--- config.mk ---
export PLATFORM = sky130hd
export DESIGN_NAME = coverage_navigation_sequencer_core
export DESIGN_NICKNAME = d
export VERILOG_FILES = /design/src/rtl/cns_pkg.sv /design/src/rtl/cns_front.sv /design/src/rtl/cns_seq.sv /design/src/rtl/coverage_navigation_sequencer_core.sv
export VERILOG_INCLUDE_DIRS = /design/src /design/src/rtl
export SDC_FILE = /design/constraint.sdc
export NUM_CORES = 1
export LEC_CHECK = 0
export ABC_AREA = 1
export BUFFER_PORTS_ARGS = -buffer_cell sky130_fd_sc_hd__buf_2
export CORE_ASPECT_RATIO = 1.25
export CORE_UTILIZATION = 60
export DETAILED_ROUTE_END_ITERATION = 8
export HOLD_SLACK_MARGIN = 0.1
export PLACE_DENSITY = 0.82
export SYNTH_ARGS = -nofsm -noshare
export SYNTH_HDL_FRONTEND = slang
export SYNTH_SLANG_ARGS = --single-unit
--- constraint.sdc ---
create_clock -name clock -period 10 [get_ports clock]
set_clock_uncertainty 0.15 [all_clocks]
set_input_delay 1.5 -clock clock [delete_from_list [all_inputs] [get_ports clock]]
set_output_delay 1.5 -clock clock [all_outputs]
set_load 0.005 [all_outputs]
--- src/rtl/coverage_navigation_sequencer_core_defines.svh ---
// ----------------------------------------------------------------------------
// coverage navigation sequencer assertion macros
// clocked concurrent checks on clock, optionally gated by reset
// ----------------------------------------------------------------------------
`ifndef COVERAGE_NAVIGATION_SEQUENCER_CORE_DEFINES_SVH
`define COVERAGE_NAVIGATION_SEQUENCER_CORE_DEFINES_SVH

`ifndef NO_ASSERTIONS
// check that is switched off while reset is high
`define CNS_ASSERT(lbl, prop, msg) \
   lbl: assert property (@(posedge clock) disable iff (reset) prop) else $error(msg);
// check that also holds across reset
`define CNS_ASSERT_ALWAYS(lbl, prop, msg) \
   lbl: assert property (@(posedge clock) prop) else $error(msg);
`else
`define CNS_ASSERT(lbl, prop, msg)
`define CNS_ASSERT_ALWAYS(lbl, prop, msg)
`endif

`endif

--- src/rtl/cns_pkg.sv ---
// ----------------------------------------------------------------------------
// cns_pkg
// shared widths, phase codes, register indexes and stage types
// ----------------------------------------------------------------------------
`default_nettype none

package cns_pkg;

   localparam int THR_W       = 12;
   localparam int YAW_W       = 16;
   localparam int MS_W        = 10;
   localparam int WHEEL_W     = 24;
   localparam int SPEED_W     = 11;
   localparam int CFG_SPEED_W = 10;
   localparam int STEP_W      = 16;
   localparam int TARGET_W    = 22;
   localparam int ANGLE_W     = 32;
   localparam int PROD_W      = YAW_W + MS_W + 1;
   localparam int CSR_ADDR_W  = 3;
   localparam int CSR_DATA_W  = 22;

   // register indexes
   localparam logic [CSR_ADDR_W-1:0] CSR_FRONT_THR   = 3'd0;
   localparam logic [CSR_ADDR_W-1:0] CSR_SIDE_THR    = 3'd1;
   localparam logic [CSR_ADDR_W-1:0] CSR_FWD_SPEED   = 3'd2;
   localparam logic [CSR_ADDR_W-1:0] CSR_SPIN_SPEED  = 3'd3;
   localparam logic [CSR_ADDR_W-1:0] CSR_SHORT_LEN   = 3'd4;
   localparam logic [CSR_ADDR_W-1:0] CSR_TURN_TARGET = 3'd5;

   // register reset values
   localparam int FRONT_THR_RST   = 300;
   localparam int SIDE_THR_RST    = 450;
   localparam int FWD_SPEED_RST   = 800;
   localparam int SPIN_SPEED_RST  = 500;
   localparam int SHORT_LEN_RST   = 100;
   localparam int TURN_TARGET_RST = 1570796;

   typedef enum logic [2:0] {
      PH_START      = 3'd0,
      PH_LONG       = 3'd1,
      PH_TURN_SHORT = 3'd2,
      PH_SHORT      = 3'd3,
      PH_TURN_LONG  = 3'd4
   } phase_type;

   // per-tick facts prepared in the input stage
   typedef struct packed {
      logic                     obstacle;
      logic                     step_done;
      logic signed [PROD_W-1:0] product;
   } front_type;

   // one result
   typedef struct packed {
      logic signed [SPEED_W-1:0] left_speed;
      logic signed [SPEED_W-1:0] right_speed;
      logic                      clear_position;
      phase_type                 phase;
   } rsp_type;

endpackage

`default_nettype wire

--- src/rtl/cns_front.sv ---
// ----------------------------------------------------------------------------
// cns_front
// input stage: obstacle and step compares, yaw times elapsed product
// ----------------------------------------------------------------------------
`default_nettype none

module cns_front import cns_pkg::*; #(
   parameter int PROX_BITS = 12
) (
   input  wire logic                        clock,
   input  wire logic                        load,
   input  wire logic [PROX_BITS-1:0]        prox_front_right,
   input  wire logic [PROX_BITS-1:0]        prox_front_left,
   input  wire logic [PROX_BITS-1:0]        prox_diag_right,
   input  wire logic [PROX_BITS-1:0]        prox_diag_left,
   input  wire logic signed [YAW_W-1:0]     yaw_rate,
   input  wire logic [MS_W-1:0]             elapsed_ms,
   input  wire logic signed [WHEEL_W-1:0]   wheel_position,
   input  wire logic [PROX_BITS-1:0]        front_threshold,
   input  wire logic [PROX_BITS-1:0]        side_threshold,
   input  wire logic [STEP_W-1:0]           short_step_length,
   output front_type                        front
);

   front_type front_ff;
   front_type front_in;

   always_comb begin
      front_in.obstacle = (prox_front_right > front_threshold) ||
                          (prox_front_left  > front_threshold) ||
                          (prox_diag_right  > side_threshold)  ||
                          (prox_diag_left   > side_threshold);
      // signed wheel count against unsigned step length
      front_in.step_done = $signed({wheel_position[WHEEL_W-1], wheel_position}) >=
                           $signed({{(WHEEL_W + 1 - STEP_W){1'b0}}, short_step_length});
      front_in.product = PROD_W'(yaw_rate * $signed({1'b0, elapsed_ms}));
   end

   always_ff @(posedge clock) begin
      if (load) begin
         front_ff <= front_in;
      end
   end

   assign front = front_ff;

endmodule

`default_nettype wire

--- src/rtl/cns_seq.sv ---
// ----------------------------------------------------------------------------
// cns_seq
// five-phase sweep sequencer with angle integration and result register
// ----------------------------------------------------------------------------
`default_nettype none

module cns_seq import cns_pkg::*; (
   input  wire logic                    clock,
   input  wire logic                    reset,
   input  wire logic                    advance,
   input  wire front_type               front,
   input  wire logic [CFG_SPEED_W-1:0]  fwd_speed,
   input  wire logic [CFG_SPEED_W-1:0]  spin_speed,
   input  wire logic [TARGET_W-1:0]     turn_target,
   output rsp_type                      rsp
);

   localparam int SUM_W = ANGLE_W + 1;

   phase_type                  phase_ff, phase_in;
   logic [1:0]                 turn_ff, turn_in;
   logic [1:0]                 inc_ff, inc_in;
   logic signed [ANGLE_W-1:0]  angle_ff, angle_in;
   logic signed [SPEED_W-1:0]  left_ff, left_in;
   logic signed [SPEED_W-1:0]  right_ff, right_in;
   logic                       clear_ff, clear_in;

   logic [SUM_W-1:0]           sum;
   logic [ANGLE_W-1:0]         angle_sat;
   logic [ANGLE_W-1:0]         angle_mag;
   logic                       turn_done;
   logic                       begin_turn;
   logic                       go_fwd;
   logic signed [SPEED_W-1:0]  turn_spd;

   // saturating angle update and magnitude test
   always_comb begin
      sum = {angle_ff[ANGLE_W-1], angle_ff} +
            {{(SUM_W - PROD_W){front.product[PROD_W-1]}}, front.product};
      if (sum[SUM_W-1] != sum[SUM_W-2]) begin
         angle_sat = sum[SUM_W-1] ? {1'b1, {(ANGLE_W-1){1'b0}}} : {1'b0, {(ANGLE_W-1){1'b1}}};
      end else begin
         angle_sat = sum[ANGLE_W-1:0];
      end
      angle_mag = angle_sat[ANGLE_W-1] ? (~angle_sat + ANGLE_W'(1)) : angle_sat;
      turn_done = angle_mag >= {{(ANGLE_W - TARGET_W){1'b0}}, turn_target};
      turn_spd  = $signed({1'b0, spin_speed});
   end

   always_comb begin
      phase_in   = phase_ff;
      turn_in    = turn_ff;
      inc_in     = inc_ff;
      angle_in   = angle_ff;
      left_in    = left_ff;
      right_in   = right_ff;
      clear_in   = 1'b0;
      begin_turn = 1'b0;
      go_fwd     = 1'b0;
      case (phase_ff)
         PH_LONG: begin
            if (front.obstacle) begin
               begin_turn = 1'b1;
               phase_in   = PH_TURN_SHORT;
            end
         end
         PH_TURN_SHORT: begin
            angle_in = angle_sat;
            if (turn_done) begin
               clear_in = 1'b1;
               go_fwd   = 1'b1;
               turn_in  = turn_ff + 2'd1;
               phase_in = PH_SHORT;
            end
         end
         PH_SHORT: begin
            if (front.obstacle) begin
               // saturates at three
               if (inc_ff != 2'd3) begin
                  inc_in = inc_ff + 2'd1;
               end
               begin_turn = 1'b1;
               phase_in   = PH_TURN_LONG;
            end else if (front.step_done) begin
               inc_in     = 2'd0;
               begin_turn = 1'b1;
               phase_in   = PH_TURN_LONG;
            end
         end
         PH_TURN_LONG: begin
            angle_in = angle_sat;
            if (turn_done) begin
               go_fwd = 1'b1;
               // two short steps cut short in a row reverse the sweep
               if (inc_ff > 2'd1) begin
                  turn_in = turn_ff + 2'd3;
                  inc_in  = 2'd0;
               end else begin
                  turn_in = turn_ff + 2'd1;
               end
               phase_in = PH_LONG;
            end
         end
         default: begin
            go_fwd   = 1'b1;
            phase_in = PH_LONG;
         end
      endcase
      if (go_fwd) begin
         left_in  = $signed({1'b0, fwd_speed});
         right_in = $signed({1'b0, fwd_speed});
      end
      if (begin_turn) begin
         angle_in = '0;
         if (!turn_ff[1]) begin
            left_in  = turn_spd;
            right_in = -turn_spd;
         end else begin
            left_in  = -turn_spd;
            right_in = turn_spd;
         end
      end
   end

   always_ff @(posedge clock) begin
      if (reset) begin
         phase_ff <= PH_START;
         turn_ff  <= 2'd0;
         inc_ff   <= 2'd0;
         angle_ff <= '0;
         left_ff  <= '0;
         right_ff <= '0;
         clear_ff <= 1'b0;
      end else if (advance) begin
         phase_ff <= phase_in;
         turn_ff  <= turn_in;
         inc_ff   <= inc_in;
         angle_ff <= angle_in;
         left_ff  <= left_in;
         right_ff <= right_in;
         clear_ff <= clear_in;
      end
   end

   assign rsp.left_speed     = left_ff;
   assign rsp.right_speed    = right_ff;
   assign rsp.clear_position = clear_ff;
   assign rsp.phase          = phase_ff;

endmodule

`default_nettype wire

--- src/rtl/coverage_navigation_sequencer_core.sv ---
// ----------------------------------------------------------------------------
// coverage_navigation_sequencer_core
// boustrophedon sweep sequencer: one wheel command result per control tick
// ----------------------------------------------------------------------------
//
// channel  direction  handshake          payload
// req      in         req_valid/stall    four prox readings, yaw, ms, wheel
// rsp      out        rsp_valid/stall    left/right speed, clear, phase
// csr      in         csr_valid/ready    register index and write data
//
// one transfer per cycle sustained while rsp_stall stays low; a tick passes
// the input register, then the result register, before it shows on rsp
// the product yaw times ms sits in the input register, the angle add,
// saturate and magnitude compare sit in front of the result register
// synchronous reset restores register defaults and the start phase
// req_stall rises only while the input register is full and the result
// register is held by rsp_stall
// csr writes are always ready; they are expected only while no tick is open
// ----------------------------------------------------------------------------
`default_nettype none

`include "coverage_navigation_sequencer_core_defines.svh"

module coverage_navigation_sequencer_core import cns_pkg::*; #(
   parameter int PROX_BITS = 12
) (
   input  wire logic                        clock,
   input  wire logic                        reset,

   input  wire logic                        req_valid,
   output logic                             req_stall,
   input  wire logic [PROX_BITS-1:0]        req_prox_front_right,
   input  wire logic [PROX_BITS-1:0]        req_prox_front_left,
   input  wire logic [PROX_BITS-1:0]        req_prox_diag_right,
   input  wire logic [PROX_BITS-1:0]        req_prox_diag_left,
   input  wire logic signed [YAW_W-1:0]     req_yaw_rate,
   input  wire logic [MS_W-1:0]             req_elapsed_ms,
   input  wire logic signed [WHEEL_W-1:0]   req_wheel_position,

   output logic                             rsp_valid,
   input  wire logic                        rsp_stall,
   output logic signed [SPEED_W-1:0]        rsp_left_speed,
   output logic signed [SPEED_W-1:0]        rsp_right_speed,
   output logic                             rsp_clear_position,
   output logic [2:0]                       rsp_phase,

   input  wire logic                        csr_valid,
   output logic                             csr_ready,
   input  wire logic [CSR_ADDR_W-1:0]       csr_index,
   input  wire logic [CSR_DATA_W-1:0]       csr_wdata
);

   // configuration registers; thresholds keep their full width and are
   // taken at PROX_BITS bits where they are compared
   logic [THR_W-1:0]        front_thr_ff, front_thr_in;
   logic [THR_W-1:0]        side_thr_ff, side_thr_in;
   logic [CFG_SPEED_W-1:0]  fwd_speed_ff, fwd_speed_in;
   logic [CFG_SPEED_W-1:0]  spin_speed_ff, spin_speed_in;
   logic [STEP_W-1:0]       short_len_ff, short_len_in;
   logic [TARGET_W-1:0]     turn_target_ff, turn_target_in;

   // handshake control
   logic                    s1_valid_ff, s1_valid_in;
   logic                    out_valid_ff, out_valid_in;
   logic                    advance;
   logic                    load_s1;
   logic                    csr_write;

   front_type               front;
   rsp_type                 rsp;

   assign csr_ready = 1'b1;
   assign csr_write = csr_valid && csr_ready;

   // register write decode; unknown indexes are dropped
   always_comb begin
      front_thr_in   = front_thr_ff;
      side_thr_in    = side_thr_ff;
      fwd_speed_in   = fwd_speed_ff;
      spin_speed_in  = spin_speed_ff;
      short_len_in   = short_len_ff;
      turn_target_in = turn_target_ff;
      if (csr_write) begin
         case (csr_index)
            CSR_FRONT_THR:   front_thr_in   = csr_wdata[THR_W-1:0];
            CSR_SIDE_THR:    side_thr_in    = csr_wdata[THR_W-1:0];
            CSR_FWD_SPEED:   fwd_speed_in   = csr_wdata[CFG_SPEED_W-1:0];
            CSR_SPIN_SPEED:  spin_speed_in  = csr_wdata[CFG_SPEED_W-1:0];
            CSR_SHORT_LEN:   short_len_in   = csr_wdata[STEP_W-1:0];
            CSR_TURN_TARGET: turn_target_in = csr_wdata[TARGET_W-1:0];
            default: begin
            end
         endcase
      end
   end

   always_ff @(posedge clock) begin
      if (reset) begin
         front_thr_ff   <= THR_W'(FRONT_THR_RST);
         side_thr_ff    <= THR_W'(SIDE_THR_RST);
         fwd_speed_ff   <= CFG_SPEED_W'(FWD_SPEED_RST);
         spin_speed_ff  <= CFG_SPEED_W'(SPIN_SPEED_RST);
         short_len_ff   <= STEP_W'(SHORT_LEN_RST);
         turn_target_ff <= TARGET_W'(TURN_TARGET_RST);
      end else begin
         front_thr_ff   <= front_thr_in;
         side_thr_ff    <= side_thr_in;
         fwd_speed_ff   <= fwd_speed_in;
         spin_speed_ff  <= spin_speed_in;
         short_len_ff   <= short_len_in;
         turn_target_ff <= turn_target_in;
      end
   end

   // the input register moves on whenever the result register is empty
   // or being drained this cycle
   assign advance      = s1_valid_ff && (!out_valid_ff || !rsp_stall);
   assign req_stall    = s1_valid_ff && !advance;
   assign load_s1      = req_valid && !req_stall;
   assign s1_valid_in  = load_s1 || (s1_valid_ff && !advance);
   assign out_valid_in = advance || (out_valid_ff && rsp_stall);

   always_ff @(posedge clock) begin
      if (reset) begin
         s1_valid_ff  <= 1'b0;
         out_valid_ff <= 1'b0;
      end else begin
         s1_valid_ff  <= s1_valid_in;
         out_valid_ff <= out_valid_in;
      end
   end

   cns_front #(
      .PROX_BITS (PROX_BITS)
   ) u_front (
      .clock             (clock),
      .load              (load_s1),
      .prox_front_right  (req_prox_front_right),
      .prox_front_left   (req_prox_front_left),
      .prox_diag_right   (req_prox_diag_right),
      .prox_diag_left    (req_prox_diag_left),
      .yaw_rate          (req_yaw_rate),
      .elapsed_ms        (req_elapsed_ms),
      .wheel_position    (req_wheel_position),
      .front_threshold   (PROX_BITS'(front_thr_ff)),
      .side_threshold    (PROX_BITS'(side_thr_ff)),
      .short_step_length (short_len_ff),
      .front             (front)
   );

   // sequencer state doubles as the result register
   cns_seq u_seq (
      .clock       (clock),
      .reset       (reset),
      .advance     (advance),
      .front       (front),
      .fwd_speed   (fwd_speed_ff),
      .spin_speed  (spin_speed_ff),
      .turn_target (turn_target_ff),
      .rsp         (rsp)
   );

   assign rsp_valid          = out_valid_ff;
   assign rsp_left_speed     = rsp.left_speed;
   assign rsp_right_speed    = rsp.right_speed;
   assign rsp_clear_position = rsp.clear_position;
   assign rsp_phase          = rsp.phase;

   // reset empties both stages
   `CNS_ASSERT_ALWAYS(a_reset_empty, reset |=> (!rsp_valid && !s1_valid_ff), "stages not empty after reset")
   // a tick leaving the input register lands in the result register
   `CNS_ASSERT(a_advance_lands, advance |=> rsp_valid, "advanced tick lost")
   // clear request only on entry to the short step
   `CNS_ASSERT(a_clear_phase, (rsp_valid && rsp_clear_position) |-> (rsp_phase == PH_SHORT), "clear outside short step")
   // straight phases drive both wheels alike
   `CNS_ASSERT(a_fwd_equal, (rsp_valid && (rsp_phase == PH_LONG || rsp_phase == PH_SHORT)) |-> (rsp_left_speed == rsp_right_speed), "forward phase with unequal wheels")
   // turning phases spin in place
   `CNS_ASSERT(a_turn_opposite, (rsp_valid && (rsp_phase == PH_TURN_SHORT || rsp_phase == PH_TURN_LONG)) |-> (rsp_left_speed == -rsp_right_speed), "turn phase not in place")

endmodule

`default_nettype wire
Word level (Yosys, flattened, before mapping)
Index checks and enable logic that the tools add are counted.

cells by class
  $add $sub $neg = 6
  $mul = 1
  eq/ne operators = 17
  order comparisons = 7
  reductions and logical operators = 32
  bitwise logic cells = 1
  multiplexer cells = 33

operator list
  kind                                                    number
  2-to-1 mux 32 bit                                       5
  2-to-1 mux 11 bit                                       5
  greater-than comparator 12 bit                          4
  adder 32 x 27 -> 33 bit                                 1
  adder 32 x 1 -> 32 bit (second input constant)          1
  >= comparator 32 x 22 -> 1 bit                          1
  inverter 32 bit                                         1
  multiplier 16 x 11 -> 27 bit                            1
  >= comparator 24 x 17 -> 1 bit                          1
  2-to-1 mux 2 bit                                        8
  AND reduction 2 bit                                     8
  2-to-1 mux 3 bit                                        5
  == test 3 x 2 -> 1 bit (second input constant)          4
  case mux 3 bit (4 select lines)                         1
  negation 10 -> 11 bit                                   1
  == test 3 bit (second input constant)                   3
  case mux 2 bit (2 select lines)                         2
  nonzero test 2 bit                                      4
  == test 3 x 1 -> 1 bit (second input constant)          2
  logical OR 1 bit                                        6
  inequality test 2 x 1 -> 1 bit (second input constant)  3
  AND reduction 6 bit                                     1
  2-to-1 mux 1 bit                                        5
  AND reduction 5 bit                                     1
  13 further kinds                                        23

storage, ports and cells
  bits of input ports = 128
  register bits = 175
  output and inout bits = 29

Logic depth before layout (Yosys ltp)
  depth in word-level cells = 11
  depth in mapped cells = 43
  gate-level depth less buffers = 42

By module
From an unflattened synthesis, not the netlist that was laid out.

second synthesis, totals
  cells, all modules = 3014
  area, all modules = 19834.0 um2

modules (own cells, without submodules)
  module                              area an instance (um2)  times used  cells each  seq. area each (um2)
  cns_front                           9521.6                  1           1334        870.8
  cns_seq                             7075.5                  1           1228        1221.2
  coverage_navigation_sequencer_core  3236.9                  1           452         1681.6

Worst setup path after synthesis
No wires, ideal clock.

  path kind = input to register
  start = input port req_elapsed_ms[4]
  end = register u_front.front_ff (netlist bit u_front.front[25]) (data pin)
  path buffers = 2
  slack = 2.733 ns
  arrival time = 6.852 ns
  required time = 9.585 ns
  stages = 25
  cell sequence = clkbuf_1 > clkbuf_1 > nand2_1 > fa_1 > inv_1 > ha_1 > inv_1 > fa_1 > fa_1 > fa_1 > inv_1 > ha_1 > nand2_1 > o21ai_0 > a21oi_1 > o21ai_0 > a21oi_1 > o21bai_1 > a21boi_0 > o31ai_1 > a21boi_0 > o21ai_0 > a21boi_0 > o21ai_0 > xor2_1

RTL lines
  what                  RTL line                                  RTL
  start, declared       coverage_navigation_sequencer_core.sv:37  input wire logic [MS_W-1:0] req_elapsed_ms,
  end signal, assigned  cns_front.sv:41                           front_ff <= front_in;
  end, declared         cns_front.sv:25                           front_type front_ff;

==> results.toml <==
[timing]
slew_headroom_pct = 27.28
rsz0062_at_grt = "no"
tns_ns = 0
min_period_ns = 7.309
max_freq_ghz = 0.1368
setup_viol = 0
finalHoldViolCount = 0
slew_viol_final = 0
period_share_pct = 73.09
worst_pin_slew_ns = 1.091

[worst_setup_path]
critPathKind = "in -> reg"
ff2ff_path_depth = 38
end_kind = "register"
worstPathMaxFanout = 16
r2r_setup_slack_ns = 3.38
timing.rr.start = "u_front.front[0]$_DFFE_PP_"
arrival_ns = 7.35
r2r_end = "u_seq.right_ff[4]$_SDFFE_PP0P_"
critPathLaunch = "req_elapsed_ms[3]"
cp_data_required_time_ns = 10.04
startpoint_type = "input port"

[drt]
ant_nets = 0
vias = 16290
met2WireLength_um = 23330
met3WireLength_um = 1704
via_per_inst = 5.348
drt-total-wl_um = 44550
wl_per_cell_um = 14.63
drt_iter0_markers = 893
firstDrtPassIters = 5
top_layer_used = "met4"
wl_met1_um = 17250
drc = 0

[layout]
drive_gt1_share_pct = 9.321
nets = 3094
area_growth_pct = 8.349
seq_area_um2 = 3774
fillers = 2668
diodes = 0
multiInputGateArea_um2 = 12140

[cts]
cts-root-buf = "clkbuf_16"
hold_buffers = 0
clock_path_buffers = 2
cts_sinks = 174
clk_pin_slew_worst_paths_ns = 0.06
cts_tree = "done"
htree_levels = 4
post-cts-setup-buffer-count = 0
cts-buffers-inserted = 17
clock_latency_ns = 0.45
cts.repair.resized = 0

[worst_hold_path]
hold_class = "reg -> reg"
whs_path_depth = 2
hold-path-endpoint = "short_len_ff[3]$_SDFFE_PP0P_"
min_from = "short_len_ff[3]$_SDFFE_PP0P_"

[power]
cellLeakagePower_nw = 10.50
power_density_nw_per_um2 = 229.7
ir_worst_vdd_mv = 0.1319
p_total_mw = 4.520

[global_route]
antenna_found_initial = 0
grt_pass1_vias = 16660
track_usage_pct = 30.24
grt_max_degree = 93
overflow = 0
grt_pass1_wl_um = 75130

[synth]
ys_seq_area_share_pct = 20.78
avgSynthCellArea_um2 = 7.129
synthAdderAreaFrac_pct = 28.63
post_synth_most_frequent_cells = "nand2_1, inv_1, a21oi_1, ha_1, nor2_1"
ys_warn_count = 0
yosys.area.top_type = "fa_1"
ys_types = 44
synth_edf_count = 29
synth_seq_cells = 174
synth_ff_type = "dfxtp_1"
synthSimpleGateAreaFrac_pct = 22.48
synth_compound_area_share_pct = 11.93
synth-async-reset-ratio_pct = 0
synthXorXnorAreaFrac_pct = 3.761
synth.most_common_cell = "nand2_1"
post_synth_instance_area_um2 = 18160
yosys-mux-area-fraction_pct = 0
synth_area_leaders = "fa_1, dfxtp_1, nand2_1"
synth_top_family_by_area = "adder cells"
synthesis.nets = 3004
synthCells = 2548
yosysTopAreaCellShare_pct = 16.09

[outcome]
outcome = "finished, final reports clean"

[floorplan]
dieArea_um2 = 30980
die_h_um = 196.5
start_util_pct = 61.54
die_w_um = 157.6
ios = 157
rows = 70
fp.coreArea_um2 = 29520

[place]
port_buffers = 155
gp_congestion = 0.9624
dp_hpwl_um = 36480

[job]
maxCapViolCount = 0
worst max-delay path by stage:
stage / endpoint / slack, ns / depth (start not counted)
6_report: u_front.front[25]$_DFFE_PP_ / 2.69 / 24
5_1_grt: u_front.front[25]$_DFFE_PP_ / 2.13 / 24
4_1_cts: u_front.front[25]$_DFFE_PP_ / 2.64 / 24
3_5_place_dp: u_front.front[25]$_DFFE_PP_ / 2.17 / 24
3_3_place_gp: u_front.front[25]$_DFFE_PP_ / 2.35 / 24
2_1_floorplan: u_front.front[25]$_DFFE_PP_ / 2.73 / 25
final cells by class:
type,instances,area share [%]
multi-input cells,1794,61.70
flip-flops and latches,174,19.17
inverters,491,9.365
repair buffers,160,4.132
well taps,396,2.518
clock buffers,19,2.301
clock inverters,12,0.8074
logic make-up after synthesis:
group / count (synthesis)
buf+inv: 580
simple gates: 989
other cells: 1
xor+xnor: 78
fa+ha+maj: 328
compound gates: 398
flops: 174
sequential cells by signal, indices dropped and copies added, names as in the netlist:
| name | flops |
|---|---|
| u_seq.angle_ff | 32 |
| u_front.front | 29 |
| turn_target_ff | 22 |
| short_len_ff | 16 |
| front_thr_ff | 12 |
| side_thr_ff | 12 |
| u_seq.right_ff | 11 |
| fwd_speed_ff | 10 |
| spin_speed_ff | 10 |
| u_seq.left_ff | 10 |
| u_seq.phase_ff | 3 |
| u_seq.inc_ff | 2 |
| u_seq.turn_ff | 2 |
| rsp_valid | 1 |
| s1_valid_ff | 1 |
| u_seq.clear_ff | 1 |
report_power, final:
| group | leakage, nW | total, mW | switching (mW) | internal [mW] |
|---|---|---|---|---|
| logic | 8.74 | 2.88 | 1.77 | 1.11 |
| registers | 1.46 | 0.935 | 0.0343 | 0.901 |
| clock network | 0.304 | 0.702 | 0.295 | 0.407 |
critical path, stage by stage:
cell	delay, ns
buf_2	0.31
nand2_1	0.13
fa_1	0.47
inv_1	0.07
ha_1	0.14
inv_1	0.05
fa_1	0.56
fa_1	0.45
fa_1	0.55
inv_1	0.04
ha_1	0.33
nand2_1	0.06
o21ai_0	0.27
a21oi_1	0.10
o21ai_0	0.27
a21oi_1	0.11
o21bai_1	0.20
a21boi_0	0.21
o31ai_1	0.40
a21boi_0	0.23
o21ai_0	0.34
a21boi_0	0.21
o21ai_0	0.24
xor2_1	0.09
metrics by stage:
| stage | utilization [%] | setup WS (ns) | cell area [um2] | cells | hold WS (ns) |
|---|---|---|---|---|---|
| final | 66.68 | 2.691 | 19680 | 3046 | 0.3118 |
| after global routing | 66.68 | 2.128 | 19680 | 3046 | 0.3389 |
| after global placement | 64.60 | 2.351 | 19070 | 3015 | 0.2951 |
| after detailed placement | 64.60 | 2.174 | 19070 | 3015 | 0.3044 |
| after CTS | 66.68 | 2.642 | 19680 | 3046 | 0.3140 |
| after floorplan | - | 2.733 | 18160 | 2548 | 0.2800 |
metal layers:
metal	vias up	track usage [%]
li1	8147	-
met1	7539	31.71
met2	468	57.56
met3	136	3.584
met4	0	16.54
met5	-	0
placed cells by master, fill, tap and decap left out, types with 3 or more instances in the layout:
master	instances
o21bai_1	11
nand3_1	81
a211oi_1	3
nand2_4	5
buf_4	5
clkinv_4	4
inv_2	3
bufinv_16	3
o31ai_1	4
o211ai_1	31
clkbuf_16	17
nand2_2	19
o21ai_0	114
inv_1	486
nand2_1	653
nor2_2	25
dfxtp_1	145
nor3_1	16
o2111ai_1	5
buf_2	155
a21oi_1	213
xnor2_1	26
nand4_1	23
a31oi_1	5
fa_1	146
nor2_1	152
a21boi_0	4
ha_1	182
edfxtp_1	29
xor2_1	52
nand3b_1	6
Power figures use the tool's default switching activity.
